$ cat config.mk
export PLATFORM = sky130hd
export DESIGN_NAME = csa_div_cell
export DESIGN_NICKNAME = d
export VERILOG_FILES = /design/src/hw/rtl/csa_pkg.sv /design/src/hw/rtl/csa_div_cell.sv
export SDC_FILE = /design/constraint.sdc
export NUM_CORES = 1
export LEC_CHECK = 0
export ABC_AREA = 1
export ABC_CLOCK_PERIOD_IN_PS = 2310
export BUFFER_PORTS_ARGS = -buffer_cell sky130_fd_sc_hd__buf_2
export CORE_ASPECT_RATIO = 1.75
export CORE_MARGIN = 3
export CORE_UTILIZATION = 25
export CTS_BUF_LIST = sky130_fd_sc_hd__clkbuf_8
export DETAILED_ROUTE_END_ITERATION = 10
export PLACE_DENSITY = 0.51
export RECOVER_POWER = 100
export SLEW_MARGIN = 25
export SYNTH_ARGS = -nofsm -noshare
export SYNTH_HDL_FRONTEND = slang
export SYNTH_SLANG_ARGS = --single-unit
$ cat constraint.sdc
create_clock -name clock -period 2.31 [get_ports clock]
set_input_delay 0.462 -clock clock [delete_from_list [all_inputs] [get_ports clock]]
set_output_delay 0.462 -clock clock [all_outputs]
set_load 0.05 [all_outputs]
$ cat src/hw/rtl/csa_pkg.sv
// Shared types and constants for the curvature steering angle unit.
// No dependencies.
`default_nettype none
package csa_pkg;
   localparam int SAMPLE_W   = 8;
   localparam int ERR_W      = 9;
   localparam int ROOT_ARG_W = 17;
   localparam int SQRT_STEPS = 9;
   localparam int ROOT_W     = 8;
   localparam int PROD_W     = 24;
   localparam int AREA_W     = 12;
   localparam int GAIN_W     = 27;
   localparam int DGAIN_W    = 10;
   localparam int CENTER_W   = 16;
   localparam int THRESH_W   = 8;
   localparam int CSR_IDX_W  = 2;

   localparam logic [CSR_IDX_W-1:0] CSR_SERVO_CENTER = 2'd0;
   localparam logic [CSR_IDX_W-1:0] CSR_STRAIGHT_TH  = 2'd1;
   localparam logic [CSR_IDX_W-1:0] CSR_BEND_TH      = 2'd2;
   localparam logic [CSR_IDX_W-1:0] CSR_DERIV_GAIN   = 2'd3;

   typedef enum logic [1:0] {
      GAIN_X1P5 = 2'd0,
      GAIN_X3   = 2'd1,
      GAIN_X4P5 = 2'd2
   } gain_sel_type;

   typedef struct packed {
      logic signed [ERR_W-1:0] err;
      logic signed [ERR_W-1:0] err_prev;
      gain_sel_type            gsel;
      logic [AREA_W-1:0]       area;
   } side_type;
endpackage
`default_nettype wire

$ cat src/hw/rtl/csa_div_cell.sv
// One quotient bit of the restoring divider chain.
// Depends on csa_pkg.
`default_nettype none
module csa_div_cell import csa_pkg::*; #(
   parameter int BIT_IDX = 0
) (
   input  wire logic              clock,
   input  wire logic              en,
   input  wire logic [PROD_W-1:0] num_in,
   input  wire logic [AREA_W-1:0] den_in,
   input  wire logic [AREA_W-1:0] rem_in,
   input  wire logic [PROD_W-1:0] quo_in,
   output logic      [PROD_W-1:0] num_ff,
   output logic      [AREA_W-1:0] den_ff,
   output logic      [AREA_W-1:0] rem_ff,
   output logic      [PROD_W-1:0] quo_ff
);
   logic [AREA_W:0]   trial;
   logic [AREA_W-1:0] rem_in_n;
   logic [PROD_W-1:0] quo_in_n;

   always_comb begin
      trial    = {rem_in, num_in[BIT_IDX]};
      quo_in_n = quo_in;
      if (trial >= {1'b0, den_in}) begin
         rem_in_n          = AREA_W'(trial - {1'b0, den_in});
         quo_in_n[BIT_IDX] = 1'b1;
      end else begin
         rem_in_n = trial[AREA_W-1:0];
      end
   end

   always_ff @(posedge clock) begin
      if (en) begin
         num_ff <= num_in;
         den_ff <= den_in;
         rem_ff <= rem_in_n;
         quo_ff <= quo_in_n;
      end
   end
endmodule
`default_nettype wire

### Word level (Yosys, flattened, before mapping)

Index checks and enable logic that the tools add are counted.

| cells by class | value |
|---|---|
| add/subtract/negate cells | 1 |
| multiplexer cells | 1 |
| $lt $le $gt $ge | 1 |

Operators by type and width:

| operator | count |
|---|---|
| greater-or-equal comparator 13 x 12 -> 1 bit | 1 |
| two-way mux 12 bit | 1 |
| subtractor 12 bit | 1 |

| storage, ports and cells | value |
|---|---|
| register bits after elaboration | 72 |
| logic and storage cells | 8 |
| input bits | 74 |

### Logic depth before layout (Yosys ltp)

| depth | value |
|---|---|
| depth in word-level cells | 2 |
| depth in mapped cells | 11 |

### Least setup slack after synthesis

No wires, ideal clock.

| path | value |
|---|---|
| kind | input port to flip-flop |
| start | in den_in[8] |
| end | reg rem_ff[6], data pin |
| slack | 0.341 ns |
| stages on the path | 11 |
| library setup time | 0.253 ns |
| arrival time | 1.716 ns |
| path through | inv_1 -> ha_1 -> nand2_2 -> inv_1 -> nand2_1 -> nand2_2 -> a21oi_4 -> nand3_4 -> buf_12 -> nand2_1 -> nand2_1 |

| on the way | value |
|---|---|
| word-level cells in the longest chain between the ends | 2 |

RTL lines:

| what | RTL line | source |
|---|---|---|
| from (decl) | csa_div_cell.sv:10 | `input wire logic [AREA_W-1:0] den_in,` |
| greater-or-equal comparator 13 x 12 -> 1 bit | csa_div_cell.sv:25 | `if (trial >= {1'b0, den_in}) begin` |
| two-way mux 12 bit | csa_div_cell.sv:25 |  |
| net rem_in_n[6] | csa_div_cell.sv:19 | `logic [AREA_W-1:0] rem_in_n;` |
| to (signal assigned) | csa_div_cell.sv:37 | `rem_ff <= rem_in_n;` |
| to (decl) | csa_div_cell.sv:15 | `output logic [AREA_W-1:0] rem_ff,` |

The timed path passes the listed nets, and every way through them passes these cells.
A chain may end at the register's enable or synchronous reset.

### Final worst setup path

| path | value |
|---|---|
| start | in den_in[8] |
| end | reg rem_ff[4], data pin |

The elaborated chain is that of the path after synthesis.

==> run metrics <==
status=completed; Final Non-Filler Cells=591; WL final=8.32 mm; Synthesis Warnings=0; Final #Nets=505; sequential fraction of the synthesis area=67.8%; Sw Ratio=around 35%; maximum fanout along the worst path=10; boundary pin count=146; count of final hold-check violations=0; root buf cell=clkbuf_8; Synth top cells by count=edfxtp_1 (72), nand2_1 (62), inv_1 (44); post-CTS resize count=0; Final Util=33.5%; cell taking the most area after synthesis=edfxtp_1; CP peak stage delay=about 0.38 ns; area delta synth->final=31.4%; FF+latch count, synth=72; Post-synth EDFFs=72; vias in the first global route=2530; CP endpoint kind=flop; min cycle time layout=1.94 ns; busiest layer in global routing=met2; Psw=around 1200 µW; top-count cell post-synth=edfxtp_1; Avg Cell Area, Syn=12.4 µm²; logic gate share of total power=25.5%; CTS H-Tree Depth=3; GRT Util Overall=11.5%; leakage=0.00179 µW; Die ar.=14200 µm²; CTS max path bufs=2; DRT iter0 DRCs=41; first-pass GRT wire length=12.3 mm; ranking of synthesized cells by area=edfxtp_1 (68%), nand2_1 (7.3%), inv_1 (5.2%); initial antenna violation count=0; Setup crit start kind=input port; worst hold path type=input port to flop; TritonCTS buffer count=9; met3 Use GR=2.90%; TritonCTS clock tree=built; WS Path Type=input port to flop; worst hold path cell count=1; met2 global-route usage=23.3%; die height=155 µm; final global-route overflow total=0; M1 GR Usage=9.55%; Least-Margin Pin Slew=0.862 ns; initial core utilization=25.5%; layout cells sized above 1=23.6%; Hold EP=quo_ff[18]; RSZ-0062 raised after global routing=no; cts hold-fix bufs=0; cells after synthesis=around 260; Slowest-stage cell, CP=ha_1; post-synth top area share=67.8%; antenna viol nets, final=0; final setup vio count=0; Tcrit/Tclk final=83.9%; Clock Power Share=about a quarter; Placed Cells=575; Slew Viols, Final=0; via count=2390; drt drc=0; Num Clock Sinks=~70; Setup Buffers After CTS=0; diode count=0; Synth Cell Area=3190 µm²; total iterations of the first detailed-routing run=4; critical-path cell list=clkbuf_1 > inv_1 > ha_1 > nand2_1 > nor3_2 > nand3_2 > nand3_4 > clkbuf_1 > o21ai_0; Port Buffers=~150; P_int=approximately 2100 µW; number of distinct library cells after synthesis=25; Slew headroom=42.5%; setup TNS=0 ns; Chip Width=91.3 µm; HP Start=quo_in[18]; Main synth FF type=edfxtp_1; CP dominant cell by count=clkbuf_1; hpwl dp=6.59 mm; pin count of the biggest net entering global routing=39; standard-cell rows=54; vias per std cell=4.04; pwr dens=slightly below 800 nW/µm²; maximum clock rate=between 500 and 600 MHz; worst vdd ir=between 200 and 300 µV; Synth Net Count=343; clock slew at the register clock pins of the worst setup and hold paths=0.08 ns; routability congestion estimate=0.823; Async SR Flop Fraction=0%; core area=around 12000 µm²; Crit path required time=2.39 ns; max-cap viol count=0; Worst EP arrival=2.02 ns; Reg power frac=between 40 and 50%; wire per inst=about 14 µm
==> cells by family (layout without fill, tap and decap cells) <==
family / Yosys count / count (layout) / synth area share (%)
XOR/XNOR: 6 / 6 / 1.65
flip-flops: 72 / 72 / 67.8
buffers and inverters: 46 / 213 / 5.93
AO/OA/AOI/OAI: 10 / 10 / 2.39
adder cells (fa/ha/maj): 13 / 13 / 5.34
AND/OR/NAND/NOR: 109 / 109 / 16.8
==> layout by cell type (no fill, tap or decap), drive strengths merged <==
cell | netlist | routed
xor2 | 5 | 5
nor2 | 12 | 12
nand2 | 67 | 67
inv | 45 | 46
o21ai | 6 | 6
ha | 12 | 12
clkbuf | 0 | 94
nand3 | 16 | 16
a21oi | 4 | 4
or2 | 1 | 1
nand3b | 2 | 2
edfxtp | 72 | 72
xnor2 | 1 | 1
fa | 1 | 1
nor3 | 2 | 2
nand4 | 9 | 9
buf | 1 | 67
clkinv | 0 | 4
clkinvlp | 0 | 2
==> through the flow <==
step                hold slack [ns]  total power [µW]  setup WS (ns)  instance area, µm²
finish                        0.294              3320          0.373                4190
global route                  0.266              3490          0.193                4190
global placement              0.639              2530          0.118                4170
detailed placement            0.640              2540          0.114                4170
floorplan                     0.561              2270          0.341                3190
CTS                           0.267              3430          0.486                4340
==> routing by layer <==
| layer | vias to the layer above | share of wire [%] |
|---|---|---|
| met5 | - | 0 |
| met4 | 0 | 4.0 |
| met3 | 16 | 5.3 |
| met2 | 83 | 58 |
| met1 | 1108 | 32 |
| li1 | 1183 | - |
==> area by class of cell <==
class | count | area, µm²
repair buffers | 152 | 669
well taps | 168 | 210
flip-flops and latches | 72 | 2160
multi-input cells | 138 | 806
inverters | 45 | 169
clock buffers | 9 | 124
fillers | 1336 | 8310
clock inverters | 7 | 47.5
==> worst max-delay path, delay by kind of cell <==
kind	cells	cell delay, ns
simple gates	4	0.73
buf+inv	3	0.36
fa+ha+maj	1	0.38
compound gates	1	0.09
==> power groups by stage <==
stage | Sequential [µW] | Clock [µW] | Combinational (µW)
after global routing | 1620 | 968 | 906
final | 1600 | 871 | 847
after CTS | 1600 | 924 | 908
after detailed placement | 1630 | 0 | 906
after floorplan | 2060 | 0 | 219
after global placement | 1630 | 0 | 902
==> flip-flops by register name (all words and copies together) (netlist names) <==
name    flops
den_ff     12
num_ff     24
quo_ff     24
rem_ff     12
==> how the worst max path moves through the flow <==
stage / startpoint / end / slack (ns) / depth (start not counted)
6_report: den_in[8] / rem_ff[4] / 0.37 / 9
5_1_grt: den_in[2] / rem_ff[4] / 0.19 / 12
4_1_cts: den_in[8] / rem_ff[4] / 0.49 / 9
3_5_place_dp: den_in[8] / rem_ff[4] / 0.11 / 9
3_3_place_gp: den_in[8] / rem_ff[7] / 0.12 / 12
2_1_floorplan: den_in[8] / rem_ff[6] / 0.34 / 11
Power figures use the tool's default switching activity.
