### src/hw/rtl/csa_pkg.sv
// Shared types and constants for the curvature steering angle unit.
// No dependencies.
`default_nettype none
package csa_pkg;
   localparam int SAMPLE_W   = 8;
   localparam int ERR_W      = 9;
   localparam int ROOT_ARG_W = 17;
   localparam int SQRT_STEPS = 9;
   localparam int ROOT_W     = 8;
   localparam int PROD_W     = 24;
   localparam int AREA_W     = 12;
   localparam int GAIN_W     = 27;
   localparam int DGAIN_W    = 10;
   localparam int CENTER_W   = 16;
   localparam int THRESH_W   = 8;
   localparam int CSR_IDX_W  = 2;

   localparam logic [CSR_IDX_W-1:0] CSR_SERVO_CENTER = 2'd0;
   localparam logic [CSR_IDX_W-1:0] CSR_STRAIGHT_TH  = 2'd1;
   localparam logic [CSR_IDX_W-1:0] CSR_BEND_TH      = 2'd2;
   localparam logic [CSR_IDX_W-1:0] CSR_DERIV_GAIN   = 2'd3;

   typedef enum logic [1:0] {
      GAIN_X1P5 = 2'd0,
      GAIN_X3   = 2'd1,
      GAIN_X4P5 = 2'd2
   } gain_sel_type;

   typedef struct packed {
      logic signed [ERR_W-1:0] err;
      logic signed [ERR_W-1:0] err_prev;
      gain_sel_type            gsel;
      logic [AREA_W-1:0]       area;
   } side_type;
endpackage
`default_nettype wire

### src/hw/rtl/csa_sqrt_cell.sv
// One digit step of the floor square root chain.
// Depends on csa_pkg.
`default_nettype none
module csa_sqrt_cell import csa_pkg::*; #(
   parameter int BIT_POS = 0
) (
   input  wire logic                  clock,
   input  wire logic                  en,
   input  wire logic [ROOT_ARG_W-1:0] v_in,
   input  wire logic [ROOT_ARG_W-1:0] root_in,
   output logic      [ROOT_ARG_W-1:0] v_ff,
   output logic      [ROOT_ARG_W-1:0] root_ff
);
   localparam int RW = ROOT_ARG_W + 1;
   localparam logic [RW-1:0] BIT_VAL = RW'(1) << BIT_POS;

   logic [RW-1:0]         trial;
   logic [ROOT_ARG_W-1:0] v_in_n, root_in_n;

   always_comb begin
      trial = {1'b0, root_in} + BIT_VAL;
      if ({1'b0, v_in} >= trial) begin
         v_in_n    = v_in - trial[ROOT_ARG_W-1:0];
         root_in_n = (root_in >> 1) + BIT_VAL[ROOT_ARG_W-1:0];
      end else begin
         v_in_n    = v_in;
         root_in_n = root_in >> 1;
      end
   end

   always_ff @(posedge clock) begin
      if (en) begin
         v_ff    <= v_in_n;
         root_ff <= root_in_n;
      end
   end
endmodule
`default_nettype wire

### config.mk
export PLATFORM = sky130hd
export DESIGN_NAME = csa_sqrt_cell
export DESIGN_NICKNAME = d
export VERILOG_FILES = /design/src/hw/rtl/csa_pkg.sv /design/src/hw/rtl/csa_sqrt_cell.sv
export SDC_FILE = /design/constraint.sdc
export NUM_CORES = 1
export LEC_CHECK = 0
export BUFFER_PORTS_ARGS = -buffer_cell sky130_fd_sc_hd__buf_2
export CORE_UTILIZATION = 25
export CTS_CLUSTER_DIAMETER = 30
export DETAILED_ROUTE_END_ITERATION = 12
export PLACE_DENSITY_LB_ADDON = 0.08
export SLEW_MARGIN = 25
export SYNTH_ARGS = -nofsm -noshare
export SYNTH_HDL_FRONTEND = slang
export SYNTH_SLANG_ARGS = --single-unit
### constraint.sdc
create_clock -name clock -period 9.4 [get_ports clock]
set_clock_uncertainty 0.05 [all_clocks]
set_input_delay 2.35 -clock clock [delete_from_list [all_inputs] [get_ports clock]]
set_output_delay 2.35 -clock clock [all_outputs]
set_load 0.02 [all_outputs]
; ---- Word level (Yosys, flattened, before mapping)
; Cells that the tools add are included.
[op_classes]
magnitude_cmp = 1
n_addsub = 3
mux = 2
[op_table]
columns = cell, n
row1 = $add A17 B1 Y18 const B, 1
row2 = $ge A17 B18 Y1, 1
row3 = $add A16 B1 Y17 const B, 1
row4 = $mux W17, 1
row5 = $sub A17 B17 Y17, 1
row6 = $mux W16, 1
[word_totals]
output_inout_bits = 34
reg_bits = 34
inputBits = 36

; ---- Longest topological paths before layout
[logic_depth]
ltp_word = 3
ltp_mapped = 14
depth_no_buf = 13

; ---- Worst setup path after synthesis
; Ideal clock, no wire load.
[synth_path]
path_type = input to register
startpoint = in root_in[1]
endpoint = reg root_ff[1] (data pin)
setup_time_ns = 0.260
stages = 13
path_slack_ns = 4.101
required_time_ns = 9.090
arrival_ns = 4.989
path_cell_list = ha_1 -> and3_2 -> nand4_1 -> nor2_1 -> nand2_1 -> xor2_1 -> ha_1 -> nand4_2 -> nor4_4 -> nor3_2 -> a21oi_4 -> buf_6 -> mux2_4
[synth_via]
elab_chain_cells = 3
word_cells_on_any_way = 4
classes_between = 2 x add/sub / 1 x order compare / 1 x mux
[synth_rtl]
columns = item, line
row1 = "start, declared", csa_sqrt_cell.sv:10  ; input wire logic [ROOT_ARG_W-1:0] root_in,
row2 = $add A17 B1 Y18, csa_sqrt_cell.sv:21  ; trial = {1'b0, root_in} + BIT_VAL;
row3 = $ge A17 B18 Y1, csa_sqrt_cell.sv:22  ; if ({1'b0, v_in} >= trial) begin
row4 = $mux W16 (*), csa_sqrt_cell.sv:22
row5 = net root_in_n[1], csa_sqrt_cell.sv:18  ; logic [ROOT_ARG_W-1:0] v_in_n, root_in_n;
row6 = "end signal, assigned", csa_sqrt_cell.sv:34  ; root_ff <= root_in_n;
row7 = "end, declared", csa_sqrt_cell.sv:12  ; output logic [ROOT_ARG_W-1:0] root_ff
; The timed path passes the listed nets; every way through them passes the cells marked *.
; A chain may end at the register's enable or synchronous reset.

; ---- Worst setup path in the final report
[layout_path]
startpoint = in root_in[2]
endpoint = reg v_ff[1] (data pin)
[layout_via]
elab_chain_cells = 3
[layout_rtl]
columns = item, line
row1 = $add A17 B1 Y18, csa_sqrt_cell.sv:21
row2 = $ge A17 B18 Y1, csa_sqrt_cell.sv:22
row3 = $mux W17, csa_sqrt_cell.sv:22
row4 = net v_in_n[1], csa_sqrt_cell.sv:18
row5 = "end signal, assigned", csa_sqrt_cell.sv:33  ; v_ff <= v_in_n;
row6 = "end, declared", csa_sqrt_cell.sv:11  ; output logic [ROOT_ARG_W-1:0] v_ff,
; The timed path passes the listed nets, and every way through them passes these cells.

==> summary by stage <==
Power
The net switching fraction of the power is roughly a third. The share of total power dissipated in the clock network is a little under a third. In this run the static leakage power is approximately 1.3 nW. Sequential cells account for 35.9% of the total power. The worst voltage drop across the vdd grid is about 0.074 mV. The total design power is about 0.00054 W. The internal power is 0.000367 W.

The net switching power is 0.000170 W. The share of power burned in combinational logic is between 30 and 40%. Dividing total power by cell area gives a power density of 157 nW/um^2.

Critical path
The kind of capture point of the worst setup path is a flop. On the critical path, the stage with the largest delay is an instance of sky130_fd_sc_hd__a21oi_4. The required time of the worst setup path is between 9 and 10 ns.

Counting buffers and inverters, the worst setup path is 14 cells deep. The cell seen most often among critical-path stages is sky130_fd_sc_hd__ha_1. The kind of cell adding the most delay to the critical path is simple AND/OR/NAND/NOR gates. Data arrives at the worst endpoint at 6.04 ns. The buffer and inverter count on the worst path is 2. The end point of the critical path is v_ff[1]. On the worst path, the slowest cell contributes a delay of 0.60 ns. The signal on the critical path passes through buf_2 -> ha_1 -> and3_2 -> nand4_1 -> nor2_1 -> nand2_1 -> xor2_1 -> ha_1 -> nand4_2 -> nor4_4 -> nor3_2 -> a21oi_4 -> buf_16 -> mux2_2.

In this run the worst setup path begins at root_in[2]. STA classifies the critical path startpoint as an input pin. Of all nets on the critical path, the largest fanout is 20. The worst setup path is of the input pin to flop kind.

Detailed routing
The detailed router placed ~2200 vias in this run. The first routing iteration left 86 violations. The number of vias per cell is 4.68. After detailed routing, the number of remaining DRC violations is 0. After detailed routing, the average wire length per cell comes to ~15 um. The final wirelength is between 7000 and 8000 um. Once detail routing completed, the nets flagged for antenna violations numbered 0. The first detailed-routing pass took 4 iterations.

Synth
In the synthesized netlist the async set-or-reset flop fraction comes to 0%. The synthesized netlist occupies a cell area of approximately 2800 um^2. Sequential cells were found to cover 36.7% of the synthesized design area.

The synthesized design contains 34 enable-type register cells. After synthesis the netlist holds a flip-flop and latch count of 34. The cell count after synthesis came out at around 270. The number of different library cells used by synthesis comes to 55. When the netlist entered floorplanning its net count stood at roughly 320.

The total of warnings raised by yosys is 0. Dividing the synthesized area by the synthesized cell count gives ~10 um^2. The most used flip-flop cell after synthesis is sky130_fd_sc_hd__edfxtp_1.

Outcome
The run finished with clean final reports.

Placed design
Summed over all nets, the half-perimeter wirelength after detailed placement is a little under 6000 um. The setup slack at placement is 3.06 ns. The congestion estimate from routability-driven global placement came to roughly 0.8.

The number of buffers added on ports is around 70. The post-detailed-placement cell area is 3290 um^2. The cell count after placement is 470.

CTS
The buffer levels on the longest clock path is 2. The number of setup buffers added after CTS is 0. After clock tree synthesis, the clock-pin slew on the worst setup and hold paths is roughly 0.08 ns. Gates resized during post-CTS repair numbered 0. Counting every sink on the clock net gives 34. TritonCTS built the clock tree. The CTS root buffer is sky130_fd_sc_hd__clkbuf_8.

The H-tree generated during clock tree synthesis spans 2 levels. Hold repair after CTS inserted 0 buffers. The number of buffers inserted during clock tree synthesis is 5.

Hold path
The start point of the worst min-delay path is v_in[12]. The type of the worst min-delay path is input pin to flop.

Final layout
The fill cell instance count of the final layout is 1147. The final instance area is approximately 3400 um^2. The area of combinational cells with multiple inputs is approximately 1700 um^2. The final antenna diode count is 0. The final layout contains approximately 390 nets. Summing all flip-flop and latch instances after layout gives 1020 um^2. Excluding fillers, the count of instances in the completed layout stands at 478. Compared with the post-synthesis result, the final layout area differs by 22.8%. Of the cells placed in the final design, the portion with a size suffix greater than 1 is just over 30%.

STA
Setup repair after global routing left no endpoint under its margin. Setup slack on the critical path of the routed design comes to about 3.4 ns. Based on the critical path, the design can be clocked at up to about 170 MHz.

The setup-violating endpoint count in the final report is 0. Of the available clock period, the critical path in the final layout requires 64.3%. The transition at the pin with the smallest max-transition slack is 0.808 ns. The final period demand of the worst path is 6.04 ns. The final-layout setup total negative slack is 0 ns. The number of failing hold endpoints at the final stage is 0. Measured against its own limit, the worst slew margin works out to a little under half. The max-slew violation count is 0.

Die
After floorplanning, the core was sized to cover ~11000 um^2. Measured along the x axis, the die boundary spans 108 um. For this configuration, the core starts out at a cell density of roughly a quarter. The vertical extent of the die is between 100 and 150 um. The floorplan die area is 11600 um^2. The number of standard-cell rows in the floorplan is 38. The I/O pin count is 70.

Global route
For this run, global-route usage on met1 was measured as 17.5%. The overall track demand over capacity in global routing is a little over an eighth. The initial antenna violation count is 0.

The first global-routing pass estimated ~12000 um of wire. For met2 alone, demand over resource in global routing was a little over a fifth. For met3 alone, demand over resource in global routing was 3.03%. For this run the aggregate overflow at the end of global routing stands at 0. The via count of the first global-routing pass is 2253. The maximum number of pins on one net before global-route repair is 35. The most congested layer reported by global routing is met2.

Flow run
The tool flagged a number of max-cap violations equal to 0.
==> registers in the layout (all words and copies together) (netlist names) <==
| signal | count |
|---|---|
| root_ff | 17 |
| v_ff | 17 |
==> cell usage in the layout, fill, tap and decap left out, drive strengths merged, types with 2 or more instances in the layout <==
master,count
a21o,4
a211oi,3
nor2,23
clkbuf,5
a21oi,15
buf,70
nor3,4
and4,2
o31ai,3
and3,4
o21ai,7
or2,2
nand2,21
xor2,14
nand3b,2
and2,4
inv,8
bufinv,2
nand3,15
mux2,11
o21a,5
ha,19
o21bai,6
edfxtp,34
nand4,9
xnor2,27
a31oi,2
nor4,2
==> cell usage after synthesis, drive strengths merged (3+ instances only) <==
cell type	count	share of area, %
ha	19	8.5
o21a	5	1.3
and2	4	0.90
a211oi	3	0.99
inv	8	1.1
nor2	23	3.1
o21bai	6	1.6
buf	6	1.4
nand3	15	3.1
mux2	11	5.7
o31ai	3	0.81
a21o	4	1.1
a21oi	15	3.2
nand2	21	2.8
edfxtp	34	37
xor2	14	4.4
and3	4	0.94
o21ai	7	1.4
nor3	4	0.90
nand4	9	2.2
xnor2	27	8.5
==> metrics by stage <==
step                util [%]  hold slack, ns
floorplan                  -            2.41
global placement        30.1            2.62
detailed placement      30.3            2.61
CTS                     31.5            2.30
global route            31.5            2.32
finish                  31.5            2.30
==> power groups by stage <==
stage / Clock (W) / Combinational, W / Sequential, W
2_1_floorplan: 0 / 0.000101 / 0.000221
3_3_place_gp: 0 / 0.000178 / 0.000196
3_5_place_dp: 0 / 0.000180 / 0.000197
4_1_cts: 0.000172 / 0.000181 / 0.000193
5_1_grt: 0.000176 / 0.000194 / 0.000195
6_report: 0.000166 / 0.000178 / 0.000193
==> per-layer routing <==
metal | vias up | routed length (um)
met1 | 1032 | 3470
met5 | - | 0
li1 | 1140 | -
met4 | 0 | 109
met2 | 55 | 3410
met3 | 8 | 416
==> cell families after synthesis <==
kind of cell,Yosys count,share of synthesized area (%)
fa+ha+maj,20,9.25
compound gates,56,15.6
mux,12,6.02
buf+inv,16,2.74
simple gates,89,16.8
flops,34,36.7
xor+xnor,41,12.9
==> tightest hold or removal path, stage by stage <==
cell	delay, ns
sky130_fd_sc_hd__buf_2	0.09
sky130_fd_sc_hd__nand2_1	0.05
sky130_fd_sc_hd__o41ai_1	0.05
==> area by class of cell <==
cell class | count | share of cell area, %
tap | 140 | 5.12
inverter | 8 | 0.878
sequential | 34 | 29.9
multi-input combinational | 218 | 49.4
timing repair buffer | 70 | 10.9
clock buffer | 5 | 2.01
clock inverter | 3 | 1.87
==> worst min-delay path by stage <==
stage                 end  depth (start not counted)
2_1_floorplan  root_ff[0]                          0
3_3_place_gp     v_ff[12]                          3
3_5_place_dp     v_ff[13]                          3
4_1_cts          v_ff[12]                          3
5_1_grt          v_ff[12]                          3
6_report         v_ff[12]                          3
No activity file was read; power rests on OpenSTA's default activity.
